File: src/rtl/core/crsi_pkg.sv
package crsi_pkg;

    // coordinate width, Q12.4
    localparam int unsigned COORD_W = 16;
    // basis weight width, Q1.16 plus sign and headroom
    localparam int unsigned WEIGHT_W = 18;
    // product and sum widths
    localparam int unsigned PROD_W = COORD_W + WEIGHT_W;
    localparam int unsigned SUM_W = PROD_W + 2;
    // weight scale, 1.0 in Q1.16
    localparam longint W_SCALE = 65536;
    // fraction bits dropped after the weighted sum
    localparam int unsigned FRAC_W = 16;

    // segment queue between front and back
    localparam int unsigned QUEUE_DEPTH = 2;

    // configuration register indexes
    localparam logic REG_ORIGIN_X = 1'b0;
    localparam logic REG_ORIGIN_Y = 1'b1;

    typedef struct packed {
        logic signed [COORD_W-1:0] x;
        logic signed [COORD_W-1:0] y;
    } point_t;

    // one queued request: up to two segments
    // middle segment uses a,b,c,d; final segment uses e,c,d,d
    typedef struct packed {
        point_t a;
        point_t b;
        point_t c;
        point_t d;
        point_t e;
        logic   do_mid;
        logic   do_end;
    } seg_cmd_t;

endpackage

File: src/rtl/core/crsi_front.sv
module crsi_front (
    input  logic                                 aclk,
    input  logic                                 aresetn,
    input  logic                                 s_valid,
    output logic                                 s_ready,
    input  logic signed [crsi_pkg::COORD_W-1:0]  s_point_x,
    input  logic signed [crsi_pkg::COORD_W-1:0]  s_point_y,
    input  logic                                 s_stroke_end,
    input  logic                                 q_full,
    output logic                                 q_push,
    output crsi_pkg::seg_cmd_t                   q_cmd
);
    import crsi_pkg::*;

    point_t     win_reg [3];
    point_t     win_next [3];
    logic [1:0] seen_reg;
    logic [1:0] seen_next;
    point_t     new_pt;
    logic       accept;

    assign s_ready = !q_full;
    assign accept  = s_valid && s_ready;
    assign new_pt  = '{x: s_point_x, y: s_point_y};

    // classify the point into the segments it completes
    always_comb begin
        q_cmd.a      = (seen_reg == 2'd3) ? win_reg[0] : win_reg[1];
        q_cmd.b      = win_reg[1];
        q_cmd.c      = win_reg[2];
        q_cmd.d      = new_pt;
        q_cmd.e      = (seen_reg >= 2'd2) ? win_reg[1] : win_reg[2];
        q_cmd.do_mid = (seen_reg >= 2'd2);
        q_cmd.do_end = s_stroke_end && (seen_reg != 2'd0);
        q_push       = accept && (q_cmd.do_mid || q_cmd.do_end);
    end

    // window shift, cleared at stroke end
    always_comb begin
        win_next  = win_reg;
        seen_next = seen_reg;
        if (accept) begin
            if (s_stroke_end) begin
                win_next[0] = '0;
                win_next[1] = '0;
                win_next[2] = '0;
                seen_next   = 2'd0;
            end else begin
                win_next[0] = win_reg[1];
                win_next[1] = win_reg[2];
                win_next[2] = new_pt;
                if (seen_reg != 2'd3) begin
                    seen_next = seen_reg + 2'd1;
                end
            end
        end
    end

    always_ff @(posedge aclk) begin
        if (!aresetn) begin
            win_reg[0] <= '0;
            win_reg[1] <= '0;
            win_reg[2] <= '0;
            seen_reg   <= 2'd0;
        end else begin
            win_reg  <= win_next;
            seen_reg <= seen_next;
        end
    end

endmodule

File: config.mk
export PLATFORM = sky130hd
export DESIGN_NAME = crsi_front
export DESIGN_NICKNAME = d
export VERILOG_FILES = /design/src/rtl/core/crsi_pkg.sv /design/src/rtl/core/crsi_front.sv
export SDC_FILE = /design/constraint.sdc
export NUM_CORES = 1
export LEC_CHECK = 0
export BUFFER_PORTS_ARGS = -buffer_cell sky130_fd_sc_hd__buf_4
export CORE_ASPECT_RATIO = 1.2
export CORE_MARGIN = 3
export CORE_UTILIZATION = 32
export DETAILED_ROUTE_END_ITERATION = 12
export GPL_TIMING_DRIVEN = 0
export SLEW_MARGIN = 20
export SYNTH_ARGS = -nofsm -noshare
export SYNTH_HDL_FRONTEND = slang
export SYNTH_SLANG_ARGS = --single-unit
File: constraint.sdc
create_clock -name aclk -period 3.6 [get_ports aclk]
set_input_delay 0.36 -clock aclk [delete_from_list [all_inputs] [get_ports aclk]]
set_output_delay 0.36 -clock aclk [all_outputs]
set_load 0.03 [all_outputs]
# Yosys cells after proc, flatten, opt, wreduce, memory -nomap -nowiden
# Index checks and enable logic that the tools add are counted.
# totals
reg_bits,98
inputBits,37
output_inout_bits,164
wordCells,24
# op_classes
n_addsub,1
order_cmp,1
n_eq_ne,2
n_mux,5
n_reduce_logical,8
# ops
operator,count
96-bit two-way mux,1
32-bit two-way mux,2
2-bit two-way mux,2
2-bit nonzero test,2
1-bit logical AND,3
"2-bit by 1-bit adder with 2-bit output, second input constant",1
"2-bit == test, second input constant",1
"2-bit greater-or-equal comparator, second input constant",1
"2-bit inequality test, second input constant",1
2-bit AND reduction,1
1-bit zero test,1
1-bit logical OR,1

# Logic depth before layout (Yosys ltp)
# Gate-level depths: netlist (run 1).
# depth
depth_word,4
depth_mapped,6

# Worst setup path after synthesis (run 1)
# OpenSTA, ideal clock, no wires.
# synth_timing
kind,flip-flop to output port
from,register seen_reg[0]
to,output port q_push
arrival_time_ns,1.503
setup_slack_ns,1.737
stages_incl_launch_ff,7
cell_sequence,dfxtp_1 inv_1 ha_1 nor2_2 buf_2 inv_1 o21a_1
# synth_rtl
element,line_no,text
from (decl),crsi_front.sv:17,logic [1:0] seen_reg;
from (signal assigned),crsi_front.sv:67,seen_reg <= seen_next;
to (decl),crsi_front.sv:10,"output logic q_push,"

==> run_results.csv, run 1 <==
group,metric,value,unit
status,status,"finished clean",
global_routing,grt_pass1_wl,25600,um
floorplanning,io_pins,201,
sta,worst_slew_pin_slew,0.650,ns
critical_path,cp_max_fo,10,
sta,finalCritPeriodShare,0.707,
synth,yosysTopAreaCell,"dfxtp_1",
sta,setup_viol,0,
floorplanning,die_area,0.0183,mm^2
detailed_routing,drc_errors,0,
synth,avgSynthCellArea,8.67,um^2
global_routing,track_usage,0.178,
cts,cts_made_buffers,9,
critical_path,setup.worst_path.class,"reg2out",
cts,ctsResizeCount,0,
cts,cts_tree,"done",
global_routing,grt_pass1_vias,4687,
cts,cts_hold_buf,0,
synth,ys_seq_area_frac,0.367,
sta,whs,0.305,ns
critical_path,cp-end-kind,"primary output",
cts,cts-root-buf,"clkbuf_16",
synth,ys_async_sr_fraction,0,
sta,fin_setup_tns,0,ns
power_and_ir_drop,leakagePower,0.00336,uW
synth,synth.most_common_cell,"nand2_1",
critical_path,cp.arrival,2.19,ns
synth,synthesis.area,0.00535,mm^2
cts,cts.path.max_buffers,2,
detailed_routing,via_per_inst,4.57,
detailed_routing,drt_iter0_drc,140,
job,cap_violations,0,
sta,worst_slack,1.05,ns
place,portBuffers,199,
detailed_routing,drt_pre_antenna_iters,4,
cts,htreeDepth,3,
cts,postCtsSetupRepairBufs,0,
synth,synth-edff-count,0,
cts,cts_sinks,98,
final_layout,antenna_cells,0,
sta,finClkSkew,0.00675,ns
sta,drv_slew,0,
final_layout,area_growth,38.4,%
synth,yosys_warnings,0,
power_and_ir_drop,powerDensity,334,mW/mm^2
cts,clk_pin_slew_worst_paths,0.07,ns
synth,yosysUniqueCellTypes,21,
floorplanning,die_x,124,um
sta,rsz0062_at_grt,"no",
sta,hold_viol,0,
global_routing,grt_overflow,0,
detailed_routing,avgRoutedWirePerCell,15.3,um
synth,synth_common_cells,"100 x nand2_1, 99 x buf_4, 98 x dfxtp_1",
place,place_ws,1.39,ns
floorplanning,core,0.0163,mm^2
global_routing,antenna_found_initial,0,
sta,fmax,393,MHz
synth,synth_top_flop_cell,"dfxtp_1",
critical_path,critPathRequiredTime,3.24,ns
place,gp_congestion,0.725,
min_path,hp-class,"in2reg",
synth,synth_nets,657,
floorplanning,start_util,0.327,
cts,clkLatencyLatePin,0.34,ns
final_layout,drive_gt1_frac,0.486,
critical_path,start_kind,"register",
sta,finalCriticalPeriod,2.55,ns
power_and_ir_drop,ir_worst_vdd,0.168,mV
global_routing,grt_start_max_net_pins,16,
floorplanning,die_height,148,um
synth,synth_area_leaders,"dfxtp_1 37%, buf_4 14%, mux2_2 13%",
final_layout,fin_nets,867,
sta,relSlewSlack,0.567,
detailed_routing,vias,4763,
synth,synth_cells,617,
detailed_routing,wl,15900,um
synth,ys_ff_latch,98,
detailed_routing,ant_nets,0,
floorplanning,rows,51,
final_layout,largest_reg_flops,64,
synth,synth_top_area_share,0.367,
final_layout,fillers,1716,
place,hpwl,12000,um
critical path, cell delays in order (launching register included):
cell	delay, ns
dfxtp_1	0.41
ha_1	0.17
clkbuf_1	0.35
buf_2	0.36
mux2_2	0.38
buf_4	0.17
where the power goes:
| group | leakage (uW) | switching, uW | total (uW) | internal [uW] |
|---|---|---|---|---|
| Combinational | 0.00243 | 229 | 397 | 168 |
| Clock | 0.000134 | 410 | 964 | 554 |
| Sequential | 0.000791 | 13.9 | 1110 | 1100 |
logic make-up (layout without fill, tap and decap cells):
kind of cell	after synthesis	in the layout	synth area share
muxes	64	64	0.135
and+or+nand+nor	201	201	0.165
adders and majority gates	3	3	0.00702
AOI/OAI and AO/OA	100	100	0.139
DFF	98	98	0.367
buffers and inverters	151	365	0.186
per-stage QoR:
step	utilization	std cells	power, uW	instance area [um^2]
2_1_floorplan	-	617	1380	5350
3_3_place_gp	0.435	1028	1540	7110
3_5_place_dp	0.435	1028	1540	7110
4_1_cts	0.453	1043	2510	7400
5_1_grt	0.453	1043	2570	7400
6_report	0.453	1043	2470	7400
worst paths after layout:
path                            cells past startpoint  slack [ns]                      from                       end
worst max-delay path                                5        1.05  seen_reg[1]$_SDFFE_PN0P_                q_cmd[146]
worst min-delay path                                3        0.31              s_point_x[1]    q_cmd[83]$_SDFFE_PN0P_
worst max register to register                      5        1.98  seen_reg[1]$_SDFFE_PN0P_  seen_reg[1]$_SDFFE_PN0P_
worst min register to register                      2        0.45  win_reg[74]$_SDFFE_PN0P_  win_reg[74]$_SDFFE_PN0P_
metal layers:
| metal | up-vias | routed length [um] | global-route usage |
|---|---|---|---|
| li1 | 2407 | - | - |
| met1 | 2228 | 6850 | 0.229 |
| met2 | 120 | 8000 | 0.306 |
| met3 | 8 | 951 | 0.0356 |
| met4 | 0 | 133 | 0.0362 |
| met5 | - | 0 | 0 |
layout make-up:
| class | instances | area (um^2) | share of cell area |
|---|---|---|---|
| multi-input combinational | 368 | 2390 | 0.323 |
| clock buffer | 11 | 243 | 0.0328 |
| buffer | 146 | 977 | 0.132 |
| sequential | 98 | 1960 | 0.265 |
| inverter | 5 | 18.8 | 0.00254 |
| clock inverter | 4 | 52.6 | 0.00710 |
| tap | 212 | 265 | 0.0358 |
| timing repair buffer | 199 | 1490 | 0.202 |
cell usage in the layout (no fill, tap or decap):
cell and n:
a21boi_0 3, a21boi_1 93, a21oi_1 1, buf_2 22, buf_4 298, buf_6 4, bufinv_16 1, clkbuf_1 22
clkbuf_16 9, clkbuf_8 1, clkinvlp_4 3, dfxtp_1 98, ha_1 3, inv_1 4, inv_2 1, mux2_2 64
nand2_1 100, nand2b_1 1, nand3_1 96, nor2_1 1, nor2_2 1, nor2b_1 1, o21a_1 1, o22ai_1 2
or3_1 1
Note: power is estimated with default switching activity, not from simulation.
==> run 2: changes to the inputs <==
--- a/config.mk
+++ b/config.mk
@@ -5,6 +5,7 @@
 export SDC_FILE = /design/constraint.sdc
 export NUM_CORES = 1
 export LEC_CHECK = 0
+export ABC_AREA = 1
 export BUFFER_PORTS_ARGS = -buffer_cell sky130_fd_sc_hd__buf_4
 export CORE_ASPECT_RATIO = 1.2
 export CORE_MARGIN = 3
==> constraint.sdc (replaced) <==
create_clock -name aclk -period 2.15 [get_ports aclk]
set_input_delay 0.215 -clock aclk [delete_from_list [all_inputs] [get_ports aclk]]
set_output_delay 0.215 -clock aclk [all_outputs]
set_load 0.03 [all_outputs]
==> run 2 against run 1 <==
  * Core utilization grew 1.8 points
  * Largest power group unchanged
  * Largest cell class unchanged
  * Highest routed layer unchanged
  * Clock-buffer cell count grew 1
  * Critical path type unchanged
  * Synthesized cell count grew 17%
  * Clock power increased by 60%
  * Register-to-register slack lost 1.1 ns
  * Final cell count is 9.6% higher
  * Global-route usage is 1.6 points higher
  * Design area down 2.8%
==> run_results.csv, run 2 <==
group,metric,value,unit
critical_path,cp.arrival,1.85,ns
cts,cts-root-buf,"clkbuf_16",
critical_path,slowest_stage,"dfxtp_2",
synth,ys_seq_area_frac,0.386,
synth,synth_top_flop_cell,"dfxtp_1",
final_layout,fin_util,0.471,
sta,worst_slew_pin_slew,0.649,ns
cts,clk_pin_slew_worst_paths,0.07,ns
synth,synth_top_area_share,0.386,
power_and_ir_drop,ir_worst_vdd,0.316,mV
detailed_routing,avgRoutedWirePerCell,15.2,um
synth,synth_area_leaders,"dfxtp_1 39%, buf_4 15%, nand2_1 12%",
detailed_routing,ant_nets,0,
job,cap_violations,0,
critical_path,critPathTopFamily,"buffers and inverters",
min_path,hold_end,"seen_reg[0]$_SDFFE_PN0P_",
floorplanning,io_pins,201,
sta,setup_viol,0,
critical_path,slowest_delay,0.39,ns
floorplanning,start_util,0.333,
floorplanning,core,0.0153,mm^2
synth,synth_cells,724,
global_routing,grt_start_max_net_pins,15,
sta,finClkSkew,0.00656,ns
power_and_ir_drop,powerDensity,578,mW/mm^2
final_layout,drive_gt1_frac,0.375,
critical_path,r2r-start,"seen_reg[1]$_SDFFE_PN0P_",
synth,ys_async_sr_fraction,0,
cts,cts_tree,"done",
synth,synth-edff-count,0,
synth,yosysUniqueCellTypes,17,
synth,synth_nets,764,
final_layout,layout_commonest_cell,"buf_4",
global_routing,antenna_found_initial,0,
critical_path,r2r-end,"seen_reg[0]$_SDFFE_PN0P_",
floorplanning,die_x,121,um
place,dp_cells,1128,
cts,clkLatencyLatePin,0.34,ns
critical_path,critPathRequiredTime,1.93,ns
critical_path,r2r_slack,0.87,ns
detailed_routing,via_per_inst,4.65,
final_layout,fin_nets,976,
synth,ys_ff_latch,98,
synth,yosysTopAreaCell,"dfxtp_1",
synth,synth_common_cells,"166 x nand2_1, 102 x buf_4, 98 x a21oi_1, 98 x dfxtp_1, 97 x nand3_1",
synth,synth.most_common_cell,"nand2_1",
critical_path,r2r_cells,7,
sta,finalCriticalPeriod,2.07,ns
detailed_routing,drt_iter0_drc,189,
global_routing,track_usage,0.194,
sta,finalCritPeriodShare,0.963,
critical_path,cp_num_buf_inv,3,
critical_path,crit_path_cell_trace,"ha_1 -> buf_2 -> buf_4 -> nand2_1 -> o21ai_0 -> buf_4",
min_path,hp-class,"in2reg",
min_path,hold_start,"aresetn",
floorplanning,rows,49,
sta,fin_setup_tns,0,ns
place,gp_congestion,0.774,
global_routing,grt_pass1_vias,4981,
sta,hold_viol,0,
floorplanning,die_height,144,um
sta,fmax,483,MHz
synth,avgSynthCellArea,7.02,um^2
cts,cts_sinks,98,
critical_path,cp_max_fo,10,
power_and_ir_drop,leakagePower,0.00311,uW
floorplanning,die_area,0.0174,mm^2
final_layout,largest_reg_flops,64,
global_routing,grt_overflow,0,
critical_path,cp-end-kind,"primary output",
detailed_routing,drt_pre_antenna_iters,4,
cts,cts.path.max_buffers,2,
final_layout,area_growth,41.6,%
detailed_routing,vias,5316,
sta,relSlewSlack,0.567,
place,portBuffers,200,
final_layout,antenna_cells,0,
critical_path,setup.worst_path.class,"reg2out",
min_path,whs_path_depth,3,
final_layout,final_cell_mix,"304 x buf_4, 166 x nand2_1, 98 x a21oi_1",
global_routing,grt_pass1_wl,26700,um
detailed_routing,drc_errors,0,
detailed_routing,wl,17300,um
status,status,"finished clean",
synth,synthesis.area,0.00508,mm^2
place,hpwl,12900,um
power_and_ir_drop,p_total,4160,uW
final_layout,layout.cells.non_filler,1143,
cts,htreeDepth,3,
sta,whs,0.117,ns
cts,cts_made_buffers,9,
critical_path,crit_top_cell,"buf_4",
sta,drv_slew,0,
synth,yosys_warnings,0,
critical_path,start_kind,"register",
-- run 2: cell types whose count changed after synthesis, sizes merged, moves of 6 or more --
cell / change
mux2: -64
nand2: +67
clkbuf: +6
inv: +34
a21boi: -96
o21ai: +64
a21oi: +97
-- run 2: worst max path at each step --
stage,from,endpoint,slack [ns],cells past startpoint
after detailed placement,seen_reg[1]$_SDFFE_PN0P_,q_cmd[161],-0.05,6
after floorplan,seen_reg[0]$_SDFFE_PN0P_,q_cmd[15],0.34,6
after CTS,seen_reg[1]$_SDFFE_PN0P_,q_cmd[161],-0.001,6
after global placement,seen_reg[0]$_SDFFE_PN0P_,q_cmd[17],-0.04,7
after global routing,seen_reg[0]$_SDFFE_PN0P_,q_cmd[30],-0.003,8
final,seen_reg[1]$_SDFFE_PN0P_,q_cmd[161],0.08,6
-- run 2: what timing repair did --
item | in CTS | in global routing
setup endpoints to repair | 64 | 56
hold buffers | 0 | 0
pin swaps | 0 | 1
gates resized for setup | 20 | 16
setup buffers | 0 | 1
-- run 2: report_power, final --
group	internal (uW)	switching (uW)	leakage, uW
Clock	865	676	0.000137
Combinational	285	464	0.00218
Sequential	1840	26.6	0.000792
Total	2990	1170	0.00311
-- run 2: cells by family (layout without fill, tap and decap cells) --
group | after synthesis | after routing | share of synthesized area
and+or+nand+nor | 271 | 271 | 0.227
adders and majority gates | 3 | 3 | 0.00739
DFF | 98 | 98 | 0.386
AOI/OAI and AO/OA | 162 | 162 | 0.160
buffers and inverters | 190 | 405 | 0.220
-- run 2: final cells by class --
class	instances	area, um^2
clock buffers	12	267
flip-flops and latches	98	1960
fillers	1612	8070
multi-input cells	436	2010
inverters	40	150
plain buffers	150	1020
well taps	204	255
clock inverters	2	12.5
repair buffers	201	1510
-- run 2: worst register-to-register path: cells and delay by family, from the launching register on --
kind	cells	cell delay [ns]
DFF	1	0.39
and+or+nand+nor	5	0.35
buffers and inverters	1	0.24
adders and majority gates	1	0.19
-- run 2: layer usage --
metal  up-vias  track usage  share of wire
li1       2695            -              -
met5         -            0              0
met4         0       0.0573          0.014
met1      2443        0.241           0.42
met3        15       0.0321          0.054
met2       163        0.344           0.51
-- run 2: stage by stage --
step / setup slack (ns) / instance area [um^2]
after floorplan: 0.342 / 5080
after global placement: -0.0378 / 6840
after detailed placement: -0.0524 / 6840
after CTS: -0.00131 / 7160
after global routing: -0.00294 / 7190
final: 0.0802 / 7190
