--- src/rtl/core/crsi_pkg.sv ---
package crsi_pkg;

    // coordinate width, Q12.4
    localparam int unsigned COORD_W = 16;
    // basis weight width, Q1.16 plus sign and headroom
    localparam int unsigned WEIGHT_W = 18;
    // product and sum widths
    localparam int unsigned PROD_W = COORD_W + WEIGHT_W;
    localparam int unsigned SUM_W = PROD_W + 2;
    // weight scale, 1.0 in Q1.16
    localparam longint W_SCALE = 65536;
    // fraction bits dropped after the weighted sum
    localparam int unsigned FRAC_W = 16;

    // segment queue between front and back
    localparam int unsigned QUEUE_DEPTH = 2;

    // configuration register indexes
    localparam logic REG_ORIGIN_X = 1'b0;
    localparam logic REG_ORIGIN_Y = 1'b1;

    typedef struct packed {
        logic signed [COORD_W-1:0] x;
        logic signed [COORD_W-1:0] y;
    } point_t;

    // one queued request: up to two segments
    // middle segment uses a,b,c,d; final segment uses e,c,d,d
    typedef struct packed {
        point_t a;
        point_t b;
        point_t c;
        point_t d;
        point_t e;
        logic   do_mid;
        logic   do_end;
    } seg_cmd_t;

endpackage

--- src/rtl/core/crsi_queue.sv ---
module crsi_queue (
    input  logic               aclk,
    input  logic               aresetn,
    input  logic               push,
    input  crsi_pkg::seg_cmd_t push_cmd,
    input  logic               pop,
    output crsi_pkg::seg_cmd_t head,
    output logic               empty,
    output logic               full
);
    import crsi_pkg::*;

    localparam int unsigned PtrW = (QUEUE_DEPTH > 1) ? $clog2(QUEUE_DEPTH) : 1;
    localparam int unsigned CntW = $clog2(QUEUE_DEPTH + 1);

    seg_cmd_t        mem_reg [QUEUE_DEPTH];
    logic [PtrW-1:0] wr_ptr_reg;
    logic [PtrW-1:0] rd_ptr_reg;
    logic [CntW-1:0] count_reg;
    logic            do_push;
    logic            do_pop;

    assign empty   = (count_reg == CntW'(0));
    assign full    = (count_reg == CntW'(QUEUE_DEPTH));
    assign do_push = push && !full;
    assign do_pop  = pop && !empty;
    assign head    = mem_reg[rd_ptr_reg];

    // pointer wrap at the queue depth
    function automatic logic [PtrW-1:0] ptr_inc(input logic [PtrW-1:0] p);
        ptr_inc = (p == PtrW'(QUEUE_DEPTH - 1)) ? '0 : p + PtrW'(1);
    endfunction

    // storage
    always_ff @(posedge aclk) begin
        if (do_push) begin
            mem_reg[wr_ptr_reg] <= push_cmd;
        end
    end

    // pointers and fill count
    always_ff @(posedge aclk) begin
        if (!aresetn) begin
            wr_ptr_reg <= '0;
            rd_ptr_reg <= '0;
            count_reg  <= '0;
        end else begin
            if (do_push) begin
                wr_ptr_reg <= ptr_inc(wr_ptr_reg);
            end
            if (do_pop) begin
                rd_ptr_reg <= ptr_inc(rd_ptr_reg);
            end
            if (do_push && !do_pop) begin
                count_reg <= count_reg + CntW'(1);
            end else if (do_pop && !do_push) begin
                count_reg <= count_reg - CntW'(1);
            end
        end
    end

endmodule

--- config.mk ---
export PLATFORM = sky130hd
export DESIGN_NAME = crsi_queue
export DESIGN_NICKNAME = d
export VERILOG_FILES = /design/src/rtl/core/crsi_pkg.sv /design/src/rtl/core/crsi_queue.sv
export SDC_FILE = /design/constraint.sdc
export NUM_CORES = 1
export LEC_CHECK = 0
export ABC_AREA = 1
export BUFFER_PORTS_ARGS = -buffer_cell sky130_fd_sc_hd__buf_2
export CELL_PAD_IN_SITES_DETAIL_PLACEMENT = 0
export CELL_PAD_IN_SITES_GLOBAL_PLACEMENT = 1
export CORE_MARGIN = 2
export CORE_UTILIZATION = 35
export DETAILED_ROUTE_END_ITERATION = 10
export HOLD_SLACK_MARGIN = 0.06
export PLACE_DENSITY = 0.64
export SLEW_MARGIN = 20
export SYNTH_ARGS = -nofsm -noshare
export SYNTH_HDL_FRONTEND = slang
export SYNTH_SLANG_ARGS = --single-unit
--- constraint.sdc ---
create_clock -name aclk -period 16.6 [get_ports aclk]
set_input_delay 0 -clock aclk [delete_from_list [all_inputs] [get_ports aclk]]
set_output_delay 0 -clock aclk [all_outputs]
set_load 0.01 [all_outputs]
Word-level counts from Yosys, hierarchy flattened:

Memory sizes are Yosys's and may differ from the RTL's. A register that Yosys moved wholly into a read port is not among the register bits.
Cells that the tools add are included.

* register bits after elaboration: 4
* memory bits (writable): 324
* bits of input ports: 166
* output and inout bits: 164
* memories: 1
* logic and storage cells: 27

Memory list
* mem_reg: depth 2, bits a word 162, rd ports 1, clocked after memory_dff 1, wr ports 1, RTL line crsi_queue.sv:16 `seg_cmd_t mem_reg [QUEUE_DEPTH];`

* equality and inequality tests: 1
* multiplexer cells: 8
* reduce and logical (&&, ||, !) cells: 10
* add/subtract/negate cells: 4

Operators with widths (number)
* 1-bit two-way mux: 6
* 1-bit logical AND: 4
* 1-bit logical NOT: 4
* 2-bit two-way mux: 2
* 1-bit adder, second input constant: 2
* 2-bit by 1-bit adder with 2-bit output, second input constant: 1
* 2-bit == test, second input constant: 1
* 2-bit logical NOT: 1
* 2-bit nonzero test: 1
* 2-bit by 1-bit subtractor with 2-bit output, second input constant: 1

Depth between registers and ports, before layout:

Gate-level depths: netlist of run 1.

* word-level depth: 7
* depth in mapped cells: 10
* mapped depth without buffers: 10

Worst setup path before layout of run 1:

OpenSTA, ideal clock, no wires.

* path kind: flip-flop to flip-flop
* start: register count_reg[0]
* end: memory mem_reg[0][0] (netlist bit), enable pin
* cell stages (with the launch flop): 3
* data required time: 15.913 ns
* clock period less this slack: 7.949 ns
* arrival time: 7.263 ns
* path buffers: 0
* slack: 8.651 ns
* library setup time: 0.687 ns
* cells stage by stage: dfxtp_1 o21ai_0 nor2_1

* cells in the longest elaborated chain, start to end: 5

Ends and longest elaborated chain
* from (decl): RTL line crsi_queue.sv:19 `logic [CntW-1:0] count_reg;`
* from (signal assigned): RTL line crsi_queue.sv:55 `count_reg <= count_reg + CntW'(1);`
* from (signal assigned): RTL line crsi_queue.sv:57 `count_reg <= count_reg - CntW'(1);`
* 2-bit == test: RTL line crsi_queue.sv:24 `assign full = (count_reg == CntW'(QUEUE_DEPTH));`
* 1-bit logical NOT: RTL line crsi_queue.sv:25 `assign do_push = push && !full;`
* 1-bit logical AND: RTL line crsi_queue.sv:25
* 1-bit two-way mux: RTL line crsi_queue.sv:36 `if (do_push) begin`
* 1-bit two-way mux (implied by the code): RTL line crsi_queue.sv:37 `mem_reg[wr_ptr_reg] <= push_cmd;`
* to (decl): RTL line crsi_queue.sv:16

No other way between the ends.

Worst setup path after layout of run 1:

* start: register count_reg[0]
* end: memory mem_reg[1][22] (netlist bit), enable pin

Same word-level chain as after synthesis.

==> impl_metrics.tcl, run 1 <==
set metrics [dict create \
    status "finished clean" \
    startpoint_type "flop" \
    share_of_cell_area_taken_by_muxes_after_synthesis 0.173 \
    synthXorXnorAreaFrac 0 \
    final_core_util 0.495 \
    end_kind "flop" \
    report.final.setup_viol 0 \
    clock_tree.buffer_depth 3 \
    syn-instance-count 542 \
    largest_reg_flops 324 \
    fillers 2968 \
    first_pass_grt_wire_length_um 38900 \
    timing.final.crit_period_ps 3690 \
    finalNetCount 1227 \
    critical_path_required_ps 16720 \
    clock_transition_at_the_register_clock_pins_on_the_worst_setup_and_hold_paths_after_cts_ps 60 \
    routabilityCongestion 0.697 \
    dr_total_vias 6727 \
    critical_path.startpoint "count_reg[0]" \
    cts-htree-levels 2 \
    worstHoldStart "push" \
    core_region_area_mm2 0.0345 \
    remaining_drc_errors 0 \
    grt_antenna_before_repair 1 \
    drive_above_1_share 0.506 \
    cp_slowest_stage_delay_ps 880 \
    synth_warnings 0 \
    worstSetupPathType "reg -> reg" \
    number_of_global_route_vias_before_repair 7189 \
    grt.total_usage 0.137 \
    die_x_um 191 \
    numCtsBuffers 35 \
    ctsResizeCount 0 \
    max_freq_mhz 271 \
    period_share 0.222 \
    peakVddDrop_uv 101 \
    yosys.cell_types.count 14 \
    placement.cell_area_mm2 0.0144 \
    drv_slew 0 \
    register_area_mm2 0.00983 \
    power.density_cell_area_mw_per_mm2 139 \
    setup-tns-final_ps 0 \
    finalHoldViolations 0 \
    timing.hold.ws_ps 129 \
    timing.critical_path.mode_cell "sky130_fd_sc_hd__buf_4" \
    crit_chain "o21ai_0, nor2_4, buf_4, buf_4" \
    number_of_iterations_in_the_first_detailed_routing_pass 4 \
    post-synth-top-area-fraction 0.794 \
    drt.antenna.violating_nets 0 \
    place_ws_ps 12870 \
    cap_violations 0 \
    avgRoutedWirePerCell_um 16.7 \
    layout-area-overhead-vs-synth_pct 39.6 \
    ios 330 \
    average_cell_area_after_synthesis_um2 22.6 \
    worstSkewPairLatency_ps 500 \
    post_layout_nonfiller_instances 1540 \
    hold_path_class "in -> reg" \
    drt-vias-per-instance 4.37 \
    seq_area_frac_synth 0.803 \
    p_total_mw 2.37 \
    finalInstanceArea_mm2 0.0171 \
    tightestPinTransition_ps 1080 \
    yosys.area_share.adder 0.00102 \
    area_occupied_by_multi_input_gates_mm2 0.00225 \
    count_of_input_and_output_buffers 329 \
    die_area_mm2 0.0365 \
    p_leak_nw 6.57 \
    yosysTopAreaCell "sky130_fd_sc_hd__edfxtp_1" \
    chipHeight_um 191 \
    grt_setup_unrepaired "no" \
    clock_tree_from_tritoncts "yes" \
    timing.max_slew.rel_slack 0.278 \
    mappedNetlistNets 709 \
    post-place-cells 1314 \
    grt_start_max_net_pins 74 \
    clock_sink_count 329 \
    synth-seq-cells 329 \
    synth_compound_gate_area_share 0.00163 \
    worst_ep_arrival_time_ps 3810 \
    row_count 68 \
    syn-cell-area_mm2 0.0122 \
    clock-root-buffer "sky130_fd_sc_hd__clkbuf_16" \
    crit_path_max_fanout 73 \
    post_synthesis_share_of_cell_area_spent_on_and_or_nand_and_nor_gates 0.00613 \
    grt.overflow.total 0 \
    initial_utilization 0.355 \
    iter_0_drt_violations 233 \
    wirelength_um 25700 \
    dp.final_hpwl_um 16200 \
    synth_area_leaders "sky130_fd_sc_hd__edfxtp_1 79%, sky130_fd_sc_hd__mux2_4 9.8%, sky130_fd_sc_hd__mux2_2 7.5%" \
    synth_top_family_by_area "multiplexers" \
    rr_startpoint "count_reg[0]" \
    fin_skew_ps 13.5 \
    crit_slowest_cell "sky130_fd_sc_hd__buf_4" \
    layout_setup_ws_ps 12910 \
]
-- power by group --
part | leakage (nW) | switching (mW) | total (mW) | internal [mW]
Clock | 0.529 | 0.299 | 0.729 | 0.430
Combinational | 2.98 | 0.281 | 0.553 | 0.272
Sequential | 3.06 | 0.0394 | 1.09 | 1.05
Total | 6.57 | 0.619 | 2.37 | 1.75
-- cell type report --
class	count	area share
clock inverter	16	0.00622
inverter	9	0.00198
timing repair buffer	499	0.195
clock buffer	45	0.0571
multi-input combinational	186	0.131
tap	455	0.0333
antenna	1	0.000146
sequential	329	0.575
-- kinds of logic after synthesis --
logic type,Yosys count
simple gates,19
mux,162
compound gates,4
fa+ha+maj,1
flops,329
buf+inv,27
-- what timing repair did --
item	4_1_cts	5_1_grt
hold buffers	164	0
buffers inserted	0	0
endpoints found under the hold margin	329	0
-- routing by layer --
layer | wire, um | part of all wire | GRT usage | vias up
met5 | 0 | 0 | 0 | -
met4 | 687 | 0.027 | 0.0459 | 0
met3 | 2110 | 0.082 | 0.0441 | 52
met2 | 12100 | 0.47 | 0.224 | 239
met1 | 10700 | 0.42 | 0.171 | 3257
li1 | - | - | - | 3179
-- cell usage after synthesis, drive strengths merged --
master and count:
edfxtp 324, mux2 162, buf 18, nor2 11
inv 9, nand2 6, dfxtp 5, o21ai 3
a21oi 1, ha 1, nand3 1, nand4 1
-- final timing paths --
check | endpoint | slack [ps] | cells past startpoint
max | mem_reg[1][22] | 12910 | 4
min | wr_ptr_reg | 130 | 4
max reg2reg | mem_reg[1][22] | 12910 | 4
min reg2reg | flop | 520 | 2
-- cell usage in the layout, fill, tap and decap left out --
cell / Yosys / routed
sky130_fd_sc_hd__clkbuf_16: 0 / 37
sky130_fd_sc_hd__dfxtp_1: 5 / 4
sky130_fd_sc_hd__inv_1: 9 / 9
sky130_fd_sc_hd__nand2_1: 6 / 6
sky130_fd_sc_hd__nor2_4: 0 / 2
sky130_fd_sc_hd__nand3_1: 1 / 1
sky130_fd_sc_hd__clkinv_2: 0 / 6
sky130_fd_sc_hd__dfxtp_4: 0 / 1
sky130_fd_sc_hd__buf_2: 8 / 329
sky130_fd_sc_hd__dlygate4sd3_1: 0 / 164
sky130_fd_sc_hd__edfxtp_1: 324 / 324
sky130_fd_sc_hd__inv_6: 0 / 1
sky130_fd_sc_hd__buf_4: 0 / 6
sky130_fd_sc_hd__a21oi_1: 1 / 1
sky130_fd_sc_hd__bufinv_16: 0 / 1
sky130_fd_sc_hd__clkbuf_8: 0 / 2
sky130_fd_sc_hd__diode_2: 0 / 1
sky130_fd_sc_hd__mux2_4: 80 / 80
sky130_fd_sc_hd__clkbuf_1: 0 / 6
sky130_fd_sc_hd__nor2_1: 11 / 9
sky130_fd_sc_hd__clkinvlp_4: 0 / 2
sky130_fd_sc_hd__o21ai_0: 3 / 3
sky130_fd_sc_hd__clkinv_1: 0 / 6
sky130_fd_sc_hd__ha_1: 1 / 1
sky130_fd_sc_hd__nand4_1: 1 / 1
sky130_fd_sc_hd__mux2_2: 82 / 82
-- critical path, delay by kind of cell (launching register included) --
family | cells | cell delay, ps
DFF | 1 | 390
buffers and inverters | 2 | 1760
AOI/OAI and AO/OA | 1 | 300
and+or+nand+nor | 1 | 650
No activity file was read; power rests on OpenSTA's default activity.
==> run 2, diff against run 1 <==
Clock period 16.6 ns to 3.86 ns, I/O delays scaled along.
==> run 2 against run 1 <==
Worst hold slack worse by 8.4 ps. Critical endpoint is now head[156]. Via count shrank 0.31%. Largest cell class unchanged. Highest routed layer unchanged. Final cell count grew 0.26%. Sequential share of layout area shrank 0.27 points. Global-route usage shrank 0.40 points. Die area stayed put. Power grew to 4.3 times the previous value. Wire length decreased by 2.4%. Register-to-register slack got worse by 11000 ps. Non-clock buffer count grew 3.
==> impl_metrics.tcl, run 2 (same netlist as run 1, synthesis figures left out) <==
set metrics [dict create \
    cap_violations 0 \
    remaining_drc_errors 0 \
    timing.max_slew.rel_slack 0.313 \
    drt-vias-per-instance 4.34 \
    cts-htree-levels 2 \
    p_total_mw 10.2 \
    clock_tree_from_tritoncts "yes" \
    drive_above_1_share 0.506 \
    row_count 68 \
    count_of_input_and_output_buffers 329 \
    numCtsBuffers 34 \
    avgRoutedWirePerCell_um 16.2 \
    layout-area-overhead-vs-synth_pct 40.3 \
    ctsResizeCount 0 \
    clock_sink_count 329 \
    drv_slew 0 \
    status "finished clean" \
    crit_path_max_fanout 58 \
    fin_skew_ps 17.1 \
    clock_transition_at_the_register_clock_pins_on_the_worst_setup_and_hold_paths_after_cts_ps 60 \
    tightestPinTransition_ps 1030 \
    grt.total_usage 0.133 \
    period_share 0.630 \
    placement.cell_area_mm2 0.0145 \
    finalNetCount 1229 \
    fillers 2961 \
    grt_setup_unrepaired "no" \
    clock_tree.buffer_depth 3 \
    drt.antenna.violating_nets 0 \
    p_leak_nw 6.61 \
    routabilityCongestion 0.693 \
    worst_ep_arrival_time_ps 2430 \
    finalHoldViolations 0 \
    wirelength_um 25100 \
    worstSkewPairLatency_ps 500 \
    power.density_cell_area_mw_per_mm2 594 \
    grt_antenna_before_repair 2 \
    initial_utilization 0.355 \
    die_x_um 191 \
    number_of_iterations_in_the_first_detailed_routing_pass 4 \
    chipHeight_um 191 \
    startpoint_type "flop" \
    max_freq_mhz 411 \
    die_area_mm2 0.0365 \
    first_pass_grt_wire_length_um 37700 \
    final_cell_mix "329 x sky130_fd_sc_hd__buf_2, 324 x sky130_fd_sc_hd__edfxtp_1, 164 x sky130_fd_sc_hd__dlygate4sd3_1" \
    core_region_area_mm2 0.0345 \
    hold_path_class "in -> reg" \
    peakVddDrop_uv 341 \
    dp.final_hpwl_um 15900 \
    report.final.setup_viol 0 \
    largest_reg_flops 324 \
    dr_total_vias 6706 \
    number_of_global_route_vias_before_repair 7060 \
    critical_path_required_ps 3860 \
    iter_0_drt_violations 319 \
    most_frequent_standard_cell_in_the_layout_excluding_fill_and_tap_cells "sky130_fd_sc_hd__buf_2" \
    ios 330 \
    timing.final.crit_period_ps 2430 \
    finalInstanceArea_mm2 0.0172 \
    clock-root-buffer "sky130_fd_sc_hd__clkbuf_16" \
    worstSetupPathType "reg -> out" \
    grt_start_max_net_pins 90 \
    end_kind "primary output" \
    grt.overflow.total 0 \
]
[run 2: cell count changes in the layout (fill, tap and decap cells not counted), moves of 2 or more]
cell                         previous run  this run
sky130_fd_sc_hd__clkinv_1               6        11
sky130_fd_sc_hd__clkinvlp_4             2         0
sky130_fd_sc_hd__clkbuf_1               6         3
sky130_fd_sc_hd__buf_12                 0         6
sky130_fd_sc_hd__clkinv_2               6         8
sky130_fd_sc_hd__buf_4                  6         3
[run 2: power breakdown]
group	internal, mW	switching [mW]
Sequential	4.52	0.183
Combinational	1.21	1.19
Clock	1.81	1.29
[run 2: cell type report]
| type | instances | area [um^2] | area share |
|---|---|---|---|
| multi-input combinational | 186 | 2250 | 0.131 |
| clock buffer | 41 | 951 | 0.0553 |
| inverter | 9 | 33.8 | 0.00197 |
| antenna | 2 | 5.00 | 0.000291 |
| tap | 455 | 569 | 0.0331 |
| sequential | 329 | 9830 | 0.572 |
| clock inverter | 20 | 111 | 0.00648 |
| timing repair buffer | 502 | 3430 | 0.200 |
[run 2: per-stage QoR]
| step | setup slack, ps | util | hold slack, ps | setup TNS (ps) | instances |
|---|---|---|---|---|---|
| after floorplan | -1390 | - | 98.9 | -450260 | 542 |
| after global placement | 1730 | 0.419 | 186 | 0 | 1317 |
| after detailed placement | 1710 | 0.419 | 191 | 0 | 1317 |
| after CTS | 1350 | 0.497 | 115 | 0 | 1542 |
| after global routing | 1270 | 0.497 | 160 | 0 | 1544 |
| final | 1430 | 0.497 | 121 | 0 | 1544 |
[run 2: what timing repair did]
| item | in CTS | in global routing |
|---|---|---|
| hold endpoints to repair | 329 | 0 |
| setup endpoints to repair | 0 | 0 |
| setup buffers | 0 | 0 |
| hold buffers | 164 | 0 |
[run 2: path summary, 6_finish.rpt]
check	from	endpoint	slack (ps)	cells after the start
max reg2reg	count_reg[0]	mem_reg[0][144]	1720	3
min reg2reg	rd_ptr_reg	flop	500	2
min	push	wr_ptr_reg	120	4
max	flop	head[156]	1430	3
[run 2: worst max-delay path: stages (launching register included)]
cell                      delay, ps
sky130_fd_sc_hd__dfxtp_4        980
sky130_fd_sc_hd__buf_4          390
sky130_fd_sc_hd__mux2_2         380
sky130_fd_sc_hd__buf_2          140
[run 2: per-layer routing]
metal | vias to the layer above | global-route usage | share of wire
met5 | - | 0 | 0
met4 | 0 | 0.0447 | 0.027
met3 | 45 | 0.0420 | 0.080
met2 | 233 | 0.226 | 0.49
met1 | 3241 | 0.159 | 0.40
li1 | 3187 | - | -
